[config.mk]
export PLATFORM = sky130hd
export DESIGN_NAME = first_fit_region_allocator_core
export DESIGN_NICKNAME = d
export VERILOG_FILES = /design/src/rtl/core/ffra_pkg.sv /design/src/rtl/core/first_fit_region_allocator_core.sv /design/src/rtl/core/ffra_ram.sv
export VERILOG_INCLUDE_DIRS = /design/src /design/src/rtl/core
export SDC_FILE = /design/constraint.sdc
export NUM_CORES = 2
export LEC_CHECK = 0
export CAP_MARGIN = 25
export CORE_MARGIN = 2
export CORE_UTILIZATION = 60
export CTS_CLUSTER_DIAMETER = 150
export DETAILED_ROUTE_END_ITERATION = 7
export DONT_BUFFER_PORTS = 1
export HOLD_SLACK_MARGIN = 0.06
export PLACE_DENSITY = 0.76
export SETUP_SLACK_MARGIN = 0.05
export SYNTH_ARGS = -nofsm -noshare
export SYNTH_HDL_FRONTEND = slang
export SYNTH_SLANG_ARGS = --single-unit
[constraint.sdc]
create_clock -name clk -period 15.5 [get_ports clk]
set_clock_uncertainty 0.05 [all_clocks]
set_input_delay 0.775 -clock clk [delete_from_list [all_inputs] [get_ports clk]]
set_output_delay 0.775 -clock clk [all_outputs]
set_load 0.05 [all_outputs]
[src/rtl/core/first_fit_region_allocator_core_macros.svh]
// assertion macros for the first-fit region allocator
// needs clk and rst in the scope of the module that uses them
`ifndef FIRST_FIT_REGION_ALLOCATOR_CORE_MACROS_SVH
`define FIRST_FIT_REGION_ALLOCATOR_CORE_MACROS_SVH

// antecedent implies consequent in the same cycle
`define FFRA_ASSERT_NOW(lbl, ante, cons, msg) \
  lbl: assert property (@(posedge clk) disable iff (rst) (ante) |-> (cons)) else $error(msg);

// antecedent implies consequent in the next cycle
`define FFRA_ASSERT_NEXT(lbl, ante, cons, msg) \
  lbl: assert property (@(posedge clk) disable iff (rst) (ante) |=> (cons)) else $error(msg);

`endif

[src/rtl/core/ffra_pkg.sv]
// shared types and constants of the first-fit region allocator
// no dependencies
package ffra_pkg;

  localparam int DEF_MAX_BLOCKS   = 64;
  localparam int DEF_HEADER_BYTES = 24;
  localparam int ENTRY_W          = 33;

  localparam logic [1:0] STAT_OK      = 2'd0;
  localparam logic [1:0] STAT_NOSPACE = 2'd1;
  localparam logic [1:0] STAT_FULL    = 2'd2;
  localparam logic [1:0] STAT_UNKNOWN = 2'd3;

  localparam logic FUNC_ALLOC = 1'b0;
  localparam logic FUNC_FREE  = 1'b1;

  typedef struct packed {
    logic        func;
    logic [15:0] request_bytes;
    logic [15:0] payload_offset;
  } ffra_in_t;

  typedef struct packed {
    logic [15:0] granted_offset;
    logic [1:0]  status;
  } ffra_out_t;

  typedef struct packed {
    logic [15:0] off;
    logic [15:0] size;
    logic        free;
  } ffra_entry_t;

  typedef enum logic [2:0] {
    S_IDLE,
    S_SCAN,
    S_SHIFT,
    S_SPLIT,
    S_HIT_WR,
    S_MERGE
  } ffra_state_t;

endpackage

[src/rtl/core/first_fit_region_allocator_core.sv]
// first-fit region allocator: block table in one ram, read-modify-write sequencer
// append is written straight from idle; first-fit scans the table and, for a split,
// shifts the tail up and writes the remainder; free scans, then walks to merge free runs
// throughput: one item at a time, bounded by the table walk through the single ram read port
// reset (synchronous, rst high) clears block count, bump offset, state and result valid; region 65535
// table contents are not cleared: only entries below the block count are ever used
module first_fit_region_allocator_core #(
  parameter int MAX_BLOCKS   = ffra_pkg::DEF_MAX_BLOCKS,
  parameter int HEADER_BYTES = ffra_pkg::DEF_HEADER_BYTES
) (
  input  logic               clk,
  input  logic               rst,
  input  logic               in_valid,
  output logic               in_stall,
  input  ffra_pkg::ffra_in_t in_item,
  output logic               out_valid,
  input  logic               out_stall,
  output ffra_pkg::ffra_out_t out_item,
  input  logic               cfg_valid,
  output logic               cfg_ready,
  input  logic [15:0]        cfg_data
);

  import ffra_pkg::*;

  `include "first_fit_region_allocator_core_macros.svh"

  localparam int AW = $clog2(MAX_BLOCKS);
  localparam int CW = $clog2(MAX_BLOCKS + 1);
  localparam logic [CW-1:0] MAX_C = CW'(MAX_BLOCKS);
  localparam logic [15:0]   HDR   = 16'(HEADER_BYTES);

  // control and config registers
  ffra_state_t state, state_next;
  logic [15:0] region;
  logic [CW-1:0] count;
  logic [16:0] bump;

  // latched item
  logic        func_r;
  logic [15:0] req_r;
  logic [15:0] poff_r;

  // walk pointers; rd_ptr issues reads, chk_* tracks the data coming back
  logic [CW-1:0] rd_ptr;
  logic          chk_vld;
  logic [CW-1:0] chk_idx;
  logic [CW-1:0] hit_idx;
  ffra_entry_t   hit_ent;
  logic          split_r;
  logic [CW-1:0] wr_ptr;
  ffra_entry_t   acc;
  logic          acc_vld;

  // result register
  logic      res_valid;
  ffra_out_t res;

  // ram port
  logic              ram_we;
  logic [AW-1:0]     ram_waddr;
  logic [ENTRY_W-1:0] ram_wdata;
  logic [ENTRY_W-1:0] ram_rdata;
  ffra_entry_t       rent;

  logic      fin;
  ffra_out_t fin_res;

  ffra_ram #(.WIDTH(ENTRY_W), .DEPTH(MAX_BLOCKS)) u_table (
    .clk   (clk),
    .we    (ram_we),
    .waddr (ram_waddr),
    .wdata (ram_wdata),
    .raddr (rd_ptr[AW-1:0]),
    .rdata (ram_rdata)
  );

  assign rent = ffra_entry_t'(ram_rdata);

  // handshakes: one item in flight, output register parts the two sides
  assign in_stall  = (state != S_IDLE) || (res_valid && out_stall);
  assign out_valid = res_valid;
  assign out_item  = res;
  assign cfg_ready = 1'b1;

  logic accept;
  assign accept = in_valid && !in_stall;

  // bump append check: bump + request + header below region size
  logic [17:0] bump_sum;
  logic        fits;
  logic        tbl_full;
  assign bump_sum = 18'(bump) + 18'(in_item.request_bytes) + 18'(HDR);
  assign fits     = bump_sum < 18'(region);
  assign tbl_full = count >= MAX_C;

  // scan compare
  logic rd_more;
  logic alloc_match, free_match, scan_hit, scan_end;
  assign rd_more     = rd_ptr < count;
  assign alloc_match = rent.free && (rent.size >= req_r);
  assign free_match  = (17'(rent.off) + 17'(HDR)) == 17'(poff_r);
  assign scan_hit    = chk_vld && ((func_r == FUNC_FREE) ? free_match : alloc_match);
  assign scan_end    = !chk_vld && !rd_more;

  // split of the found block
  logic [15:0] rem;
  logic        split_need;
  assign rem        = rent.size - req_r;
  assign split_need = rem >= HDR;

  // shift walk runs the source index down to hit + 1
  logic sh_more, sh_end;
  assign sh_more = rd_ptr >= (hit_idx + CW'(1));
  assign sh_end  = !sh_more && !chk_vld;

  // merge walk: the freed entry reads back as free
  ffra_entry_t ment;
  logic        merge;
  always_comb begin
    ment = rent;
    if (chk_idx == hit_idx) begin
      ment.free = 1'b1;
    end
  end
  assign merge = acc_vld && acc.free && ment.free;

  // next state
  always_comb begin
    state_next = state;
    case (state)
      S_IDLE: begin
        if (accept && !(in_item.func == FUNC_ALLOC && fits)) begin
          state_next = S_SCAN;
        end
      end
      S_SCAN: begin
        if (scan_hit) begin
          if (func_r == FUNC_FREE) begin
            state_next = S_MERGE;
          end else if (split_need && tbl_full) begin
            state_next = S_IDLE;
          end else if (split_need) begin
            state_next = S_SHIFT;
          end else begin
            state_next = S_HIT_WR;
          end
        end else if (scan_end) begin
          state_next = S_IDLE;
        end
      end
      S_SHIFT: begin
        if (sh_end) begin
          state_next = S_SPLIT;
        end
      end
      S_SPLIT:  state_next = S_HIT_WR;
      S_HIT_WR: state_next = S_IDLE;
      S_MERGE: begin
        if (scan_end) begin
          state_next = S_IDLE;
        end
      end
      default: state_next = S_IDLE;
    endcase
  end

  // ram writes and result
  always_comb begin
    ram_we    = 1'b0;
    ram_waddr = count[AW-1:0];
    ram_wdata = ENTRY_W'({in_item.request_bytes, in_item.request_bytes, 1'b0});
    fin       = 1'b0;
    fin_res   = '0;
    case (state)
      S_IDLE: begin
        if (accept && in_item.func == FUNC_ALLOC && fits) begin
          fin = 1'b1;
          if (tbl_full) begin
            fin_res.status = STAT_FULL;
          end else begin
            ram_we    = 1'b1;
            ram_waddr = count[AW-1:0];
            ram_wdata = {bump[15:0], in_item.request_bytes, 1'b0};
            fin_res.granted_offset = bump[15:0] + HDR;
            fin_res.status = STAT_OK;
          end
        end
      end
      S_SCAN: begin
        if (scan_hit) begin
          if (func_r == FUNC_ALLOC && split_need && tbl_full) begin
            fin = 1'b1;
            fin_res.status = STAT_FULL;
          end
        end else if (scan_end) begin
          fin = 1'b1;
          fin_res.status = (func_r == FUNC_FREE) ? STAT_UNKNOWN : STAT_NOSPACE;
        end
      end
      S_SHIFT: begin
        if (chk_vld) begin
          ram_we    = 1'b1;
          ram_waddr = AW'(chk_idx + CW'(1));
          ram_wdata = ram_rdata;
        end
      end
      S_SPLIT: begin
        ram_we    = 1'b1;
        ram_waddr = AW'(hit_idx + CW'(1));
        ram_wdata = {hit_ent.off + HDR + req_r, hit_ent.size - req_r - HDR, 1'b1};
      end
      S_HIT_WR: begin
        ram_we    = 1'b1;
        ram_waddr = hit_idx[AW-1:0];
        ram_wdata = {hit_ent.off, req_r, 1'b0};
        fin       = 1'b1;
        fin_res.granted_offset = hit_ent.off + HDR;
        fin_res.status = STAT_OK;
      end
      S_MERGE: begin
        if (chk_vld && !merge && acc_vld) begin
          ram_we    = 1'b1;
          ram_waddr = wr_ptr[AW-1:0];
          ram_wdata = acc;
        end else if (scan_end) begin
          ram_we    = 1'b1;
          ram_waddr = wr_ptr[AW-1:0];
          ram_wdata = acc;
          fin       = 1'b1;
          fin_res.status = STAT_OK;
        end
      end
      default: begin
      end
    endcase
  end

  // control registers
  always_ff @(posedge clk) begin
    if (rst) begin
      state     <= S_IDLE;
      region    <= 16'hFFFF;
      count     <= '0;
      bump      <= '0;
      res_valid <= 1'b0;
      chk_vld   <= 1'b0;
    end else begin
      state <= state_next;
      if (cfg_valid && cfg_ready) begin
        region <= cfg_data;
      end
      if (fin) begin
        res_valid <= 1'b1;
      end else if (res_valid && !out_stall) begin
        res_valid <= 1'b0;
      end
      // appends bump the offset and grow the table
      if (state == S_IDLE && fin && ram_we) begin
        count <= count + CW'(1);
        bump  <= bump_sum[16:0];
      end
      if (state == S_HIT_WR && split_r) begin
        count <= count + CW'(1);
      end
      if (state == S_MERGE && scan_end) begin
        count <= wr_ptr + CW'(1);
      end
      case (state)
        S_SCAN, S_MERGE: chk_vld <= (state_next == state) && rd_more;
        S_SHIFT:         chk_vld <= sh_more;
        default:         chk_vld <= 1'b0;
      endcase
    end
  end

  // datapath registers
  always_ff @(posedge clk) begin
    if (fin) begin
      res <= fin_res;
    end
    chk_idx <= rd_ptr;
    case (state)
      S_IDLE: begin
        func_r  <= in_item.func;
        req_r   <= in_item.request_bytes;
        poff_r  <= in_item.payload_offset;
        rd_ptr  <= '0;
        acc_vld <= 1'b0;
        wr_ptr  <= '0;
      end
      S_SCAN: begin
        if (scan_hit) begin
          hit_idx <= chk_idx;
          hit_ent <= rent;
          split_r <= split_need;
          rd_ptr  <= (func_r == FUNC_FREE) ? '0 : count - CW'(1);
          acc_vld <= 1'b0;
          wr_ptr  <= '0;
        end else if (rd_more) begin
          rd_ptr <= rd_ptr + CW'(1);
        end
      end
      S_SHIFT: begin
        if (sh_more) begin
          rd_ptr <= rd_ptr - CW'(1);
        end
      end
      S_MERGE: begin
        if (rd_more) begin
          rd_ptr <= rd_ptr + CW'(1);
        end
        if (chk_vld) begin
          if (merge) begin
            acc.size <= acc.size + ment.size + HDR;
          end else begin
            if (acc_vld) begin
              wr_ptr <= wr_ptr + CW'(1);
            end
            acc     <= ment;
            acc_vld <= 1'b1;
          end
        end
      end
      default: begin
      end
    endcase
  end

  // checks on the sequencer
  `FFRA_ASSERT_NOW(a_count_bound, 1'b1, count <= MAX_C, "block count above table depth")
  `FFRA_ASSERT_NEXT(a_accept_busy, accept, (state != S_IDLE) || out_valid, "item accepted but neither busy nor answered")
  `FFRA_ASSERT_NOW(a_merge_order, (state == S_MERGE) && chk_vld, wr_ptr <= chk_idx, "merge write passed the read walk")

endmodule

[src/rtl/core/ffra_ram.sv]
// generic single-write, single-read ram with registered read data
// no dependencies
module ffra_ram #(
  parameter int WIDTH = 33,
  parameter int DEPTH = 64
) (
  input  logic                     clk,
  input  logic                     we,
  input  logic [$clog2(DEPTH)-1:0] waddr,
  input  logic [WIDTH-1:0]         wdata,
  input  logic [$clog2(DEPTH)-1:0] raddr,
  output logic [WIDTH-1:0]         rdata
);

  logic [WIDTH-1:0] mem [DEPTH];

  always_ff @(posedge clk) begin
    if (we) begin
      mem[waddr] <= wdata;
    end
    rdata <= mem[raddr];
  end

endmodule

Word level (Yosys, flattened, before mapping):

Memories as Yosys holds them, arrays and structs flattened. A register that Yosys moved wholly into a read port is not among the register bits.
Cells that the tools add are included.

* bits in writable memories: 2112
* bits in registers: 191
* memories: 1
* input port bits: 54

Memories
* u_table.mem: depth 64, width 33, rd ports 1, clocked after Yosys merged registers in 1, wr ports 1, line ffra_ram.sv:15 `logic [WIDTH-1:0] mem [DEPTH];`

* reduce and logical (&&, ||, !) cells: 45
* add/sub/neg operators: 18
* magnitude comparators: 6
* bitwise gates (word level): 3
* mux-type cells: 63
* equal/unequal tests: 13

Operator list (number)
* $mux 33: 5
* $pmux 33 s5: 1
* $mux 7: 11
* $add 16x5->16 const B: 3
* $add 16x16->16: 2
* $mux 16: 2
* $pmux 16 s2: 1
* $sub 16x16->16: 2
* $add 7x1->7 const B: 4
* $pmux 7 s4: 1
* $pmux 6 s4: 1
* $logic_and 1x1->1: 23
* $mux 3: 7
* $pmux 7 s3: 1
* $add 17x16->18: 1
* $add 18x5->18 const B: 1
* $lt 18x16->1: 1
* $mux 1: 18
* $mux 18: 1
* $mux 6: 3
* $add 16x5->17 const B: 1
* $eq 17x16->1: 1
* $ge 16x16->1: 1
* $ge 16x5->1 const B: 1
* other kinds (30): 55

Logic depth before layout (Yosys ltp):

* depth in word-level cells: 13
* depth in mapped cells: 23
* mapped depth without buffers: 22

Modules after synthesis:

Synthesis repeated with hierarchy kept, for this count alone.

* cells, all modules: 5221
* area total of the unflattened synthesis: 96092.2 sq um

Modules (own cells, without submodules)
* ffra_ram: instances 1, area each 81182.9 sq um, cells an instance 3597
* first_fit_region_allocator_core: instances 1, area each 14909.3 sq um, cells an instance 1624

Worst setup path before layout:

Ideal clock, no wire load.

* path type: input port to flip-flop
* start: input port in_item[17] (netlist name)
* end: memory u_table.mem[0][32], data pin
* cell stages on the path: 20
* path buffers: 0
* slack: 7.978 ns
* library setup time: 0.567 ns
* arrival: 6.905 ns
* path through: ha_1 ha_1 fa_1 a211oi_1 o21ai_0 nor4bb_1 o31a_1 o21ai_0 nand2b_1 a21oi_1 xnor2_1 ha_1 a2111o_1 a41oi_1 o2111ai_1 a211oi_1 o2111a_1 nor2_1 o31a_1 o221ai_1

* word-level cells in the longest chain between the ends: 6

Ends and longest elaborated chain
* from (decl): line first_fit_region_allocator_core.sv:15 `input ffra_pkg::ffra_in_t in_item,`
* $add 17x16->18: line first_fit_region_allocator_core.sv:93 `assign bump_sum = 18'(bump) + 18'(in_item.request_bytes) + 18'(HDR);`
* $add 18x5->18: line first_fit_region_allocator_core.sv:93
* named net bump_sum[15]: line first_fit_region_allocator_core.sv:90 `logic [17:0] bump_sum;`
* $lt 18x16->1: line first_fit_region_allocator_core.sv:94 `assign fits = bump_sum < 18'(region);`
* $logic_and 1x1->1: line first_fit_region_allocator_core.sv:177 `if (accept && in_item.func == FUNC_ALLOC && fits) begin`
* $mux 33: line first_fit_region_allocator_core.sv:177
* $pmux 33 s5: line first_fit_region_allocator_core.sv:175 `case (state)`
* named net ram_wdata[32]: line first_fit_region_allocator_core.sv:62 `logic [ENTRY_W-1:0] ram_wdata;`
* to (decl): line ffra_ram.sv:15

The timed path passes the listed nets, and every way through them passes these cells.

Worst setup path in the final report:

* start: register bump[1]
* end: memory u_table.mem[58][6], enable pin

* word-level cells in the longest chain between the ends: 8

Ends and longest elaborated chain
* from (decl): line first_fit_region_allocator_core.sv:37 `logic [16:0] bump;`
* from (signal assigned): line first_fit_region_allocator_core.sv:261 `bump <= bump_sum[16:0];`
* $add 17x16->18: line first_fit_region_allocator_core.sv:93
* $add 18x5->18: line first_fit_region_allocator_core.sv:93
* named net bump_sum[15]: line first_fit_region_allocator_core.sv:90
* $lt 18x16->1: line first_fit_region_allocator_core.sv:94
* $logic_and 1x1->1: line first_fit_region_allocator_core.sv:177
* $mux 1: line first_fit_region_allocator_core.sv:177
* $pmux 1 s4: line first_fit_region_allocator_core.sv:175
* $mux 1: line ffra_ram.sv:18 `if (we) begin`
* $mux 1 (not written as such): line ffra_ram.sv:19 `mem[waddr] <= wdata;`

The timed path passes the listed nets, and every way through them passes these cells.

==> summary.txt <==
Outcome
  • Outcome: finished, final reports clean

Timing
  • Slew Viols, Final: 0
  • Post-route clock period utilization: 49.7%
  • Fin crit period: 7.70 ns
  • Fmax: 0.130 GHz
  • Worst Tran Pin Value: 1.09 ns
  • Final setup viols: 0
  • Setup TNS: 0 ns
  • RSZ-0062 raised after global routing: false
  • Max transition margin: 27.4%
  • Final hold vios: 0

Critical path
  • Worst r2r src: bump[1]
  • Critical Path AT: 8.15 ns
  • Worst EP required: 15.95 ns
  • R2R Path End: u_table.mem[58][6]
  • Worst Reg-to-Reg Cells: 21
  • Critical Path Fanout Max: 18
  • Crit Path Category: reg -> reg
  • Register-to-register setup slack: 7.80 ns
  • Crit start category: flop
  • CP Capture Type: flop

Floorplanning
  • Die X: 403 µm
  • Core area: 0.158 mm²
  • Die Ht: 403 µm
  • Die area: 0.163 mm²
  • Initial Utilization: 60.4%
  • Rows: 146
  • Number of top-level pins: 75

Min path
  • Min-Delay Path Depth: 3
  • Hold crit path type: in -> reg
  • WHS Endpoint: count[2]
  • HP Start: rst

Yosys
  • Top_reg_cell synth: edfxtp_1
  • Synth Cell Area: 0.0957 mm²
  • Synth Area in Simple Gates: 2.85%
  • Post-synth EDFFs: 2251
  • Synth Area in XOR/XNOR: 1.14%
  • Compound-Gate Fraction of Synth Area: 3.50%
  • Post-synthesis sequential area ratio: 72.4%
  • Register bit count reported by yosys: 2336
  • Post-Syn Nets: 4981
  • Cells after Synth: 4762
  • Post-Synth Adder-Cell Area: 2.19%
  • Mux cell area share after synthesis: 16.5%
  • Synth unique cells: 94
  • Synth async-reset ratio: 0%
  • Main combinational cell family by area after synthesis: multiplexers
  • Syn_area_per_cell: 20.1 µm²
  • Yosys synthesis warning count: 0

GRT
  • Largest net degree at the start of global routing: 138
  • Initial antenna violation count: 41
  • First-pass GRT wire length: 366000 µm
  • Vias in the first global route: 50213
  • GRT overflow: 0
  • GRT Total Usage: 31.8%

Layout
  • Most common cell after layout, fill and taps aside: edfxtp_1
  • Fraction of layout cells with a size suffix above 1: 25.3%
  • Layout area overhead: 12.7%
  • Fin area: 0.108 mm²
  • Most frequent cells in the layout: edfxtp_1 (2251), mux4_2 (693), clkbuf_16 (224)
  • # fillers: 9411
  • Fin nets: 5186

Clock tree
  • Post_cts resized: 0
  • Clk Latency, worst-skew pair: 0.88 ns
  • Clock Tree Buf Depth: 3
  • Total CTS buffers: 221
  • Root Buffer: clkbuf_16
  • TritonCTS clock tree: done
  • # H-tree levels: 4
  • Clock Pin Slew Worst Setup and Hold Paths: 0.07 ns
  • Clock sinks: 2336

Power and ir drop
  • Max VDD drop: 0.000149 V
  • P per Cell Area: 132 mW/mm²
  • LEAKAGE: 33.9 nW

Placed design
  • Routability cong.: 0.928
  • IO buf count: 0
  • Placement Cell Area: 0.0995 mm²
  • DP Wirelength: 148000 µm

Routing
  • Total number of vias: 51195
  • ANT nets after route: 0
  • DR pass1 iterations: 8
  • Residual DRC count: 0
  • Via density: 7.07
  • Post-Route WL: 261000 µm
  • WL/cell: 36.1 µm
  • DRT iter0 DRCs: 7739

Run
  • Max Cap Violations: 0
-- area by class of cell --
type / count / area, µm² / area share, %
Clock inverter: 140 / 1470 / 1.37
Timing Repair Buffer: 204 / 2250 / 2.08
Inverter: 124 / 465 / 0.432
Multi-Input combinational cell: 2080 / 25900 / 24.0
Clock buffer: 276 / 5850 / 5.43
Tap cell: 2072 / 2590 / 2.40
Sequential cell: 2336 / 69300 / 64.3
Antenna cell: 14 / 35.0 / 0.0325
-- sequential cells by signal, indices dropped and copies added (netlist names), 3 cells and up --
| register | cells |
|---|---|
| u_table.rdata | 33 |
| out_item | 18 |
| hit_idx | 7 |
| chk_idx | 7 |
| poff_r | 16 |
| acc | 33 |
| bump | 17 |
| state | 3 |
| wr_ptr | 7 |
| u_table.mem | 2112 |
| hit_ent | 32 |
| count | 7 |
| region | 16 |
| req_r | 16 |
| rd_ptr | 7 |
-- worst max path at each step --
stage / start / endpoint / slack [ns]
2_1_floorplan: in_item[17] / u_table.mem[0][32] / 7.98
3_3_place_gp: in_item[17] / u_table.mem[7][23] / 7.24
3_5_place_dp: in_item[17] / u_table.mem[63][14] / 7.19
4_1_cts: bump[1] / u_table.mem[63][14] / 7.56
5_1_grt: bump[1] / u_table.mem[50][23] / 7.34
6_report: bump[1] / u_table.mem[58][6] / 7.80
-- through the flow --
step / worst slack, ns / hold slack, ns / total power, mW / util (%) / std cells
floorplan: 7.98 / 0.347 / 8.23 / - / 4762
global placement: 7.24 / 0.395 / 8.73 / 62.6 / 6733
detailed placement: 7.19 / 0.397 / 8.76 / 62.8 / 6744
CTS: 7.56 / 0.113 / 14.2 / 67.8 / 7211
global route: 7.34 / 0.158 / 14.5 / 68.1 / 7232
finish: 7.80 / 0.155 / 14.2 / 68.1 / 7246
-- critical path, stage by stage, from the launching register on --
cell and delay, ns:
dfxtp_1 0.37, ha_1 0.25, ha_1 0.23, fa_1 0.48, a211oi_1 0.28, o21ai_0 0.17, nor4bb_1 0.19, o31a_1 0.32
o21ai_0 0.16, nand2b_1 0.07, a21oi_1 0.18, xnor2_1 0.17, ha_1 0.28, a2111o_1 0.38, a41oi_1 0.16, o2111ai_1 0.14
a211oi_1 0.55, o2111a_1 0.67, o21ba_2 0.29, nand2_1 0.62, nor2_4 0.80, buf_4 0.46
-- cell usage after synthesis (all sizes together) (13+ instances only) --
| cell | count | area share (%) |
|---|---|---|
| nor2b | 15 | 0.098 |
| a211oi | 19 | 0.15 |
| and3 | 29 | 0.19 |
| a221oi | 20 | 0.19 |
| nor3 | 33 | 0.18 |
| nand3 | 52 | 0.28 |
| mux4 | 693 | 16 |
| o211ai | 21 | 0.16 |
| mux2i | 14 | 0.15 |
| a21boi | 13 | 0.10 |
| o21ai | 128 | 0.67 |
| xor2 | 52 | 0.48 |
| buf | 56 | 0.24 |
| dfxtp | 85 | 1.8 |
| clkbuf | 166 | 0.65 |
| ha | 161 | 2.1 |
| xnor2 | 73 | 0.67 |
| a21o | 18 | 0.14 |
| nand2b | 14 | 0.092 |
| edfxtp | 2251 | 71 |
| a21oi | 105 | 0.56 |
| a31oi | 21 | 0.15 |
| nor2 | 182 | 0.73 |
| nand2 | 196 | 0.77 |
| inv | 122 | 0.48 |
-- where the power goes --
part           switching, mW  internal (mW)  total [mW]
combinational          0.918          0.477        1.39
clock                   2.39           3.14        5.53
sequential             0.114           7.18        7.30
-- logic make-up (layout without fill, tap and decap cells) --
| kind of cell | Yosys count | count (layout) |
|---|---|---|
| AND/OR/NAND/NOR | 587 | 587 |
| buffers and inverters | 346 | 744 |
| XOR/XNOR | 125 | 125 |
| multiplexers | 711 | 711 |
| flip-flops | 2336 | 2336 |
| adder cells (fa/ha/maj) | 165 | 165 |
| AO/OA/AOI/OAI | 491 | 491 |
| other | 1 | 15 |
-- metal layers --
| layer | wire [µm] | GRT usage [%] |
|---|---|---|
| met5 | 197 | 0 |
| met3 | 30300 | 7.52 |
| met1 | 93300 | 44.0 |
| met4 | 11400 | 12.5 |
| met2 | 126000 | 49.9 |
-- repair_timing --
action / 4_1_cts / 5_1_grt
endpoints found under the hold margin: 72 / 0
setup buffers: 0 / 0
hold buffers: 51 / 0
Power figures use the tool's default switching activity.
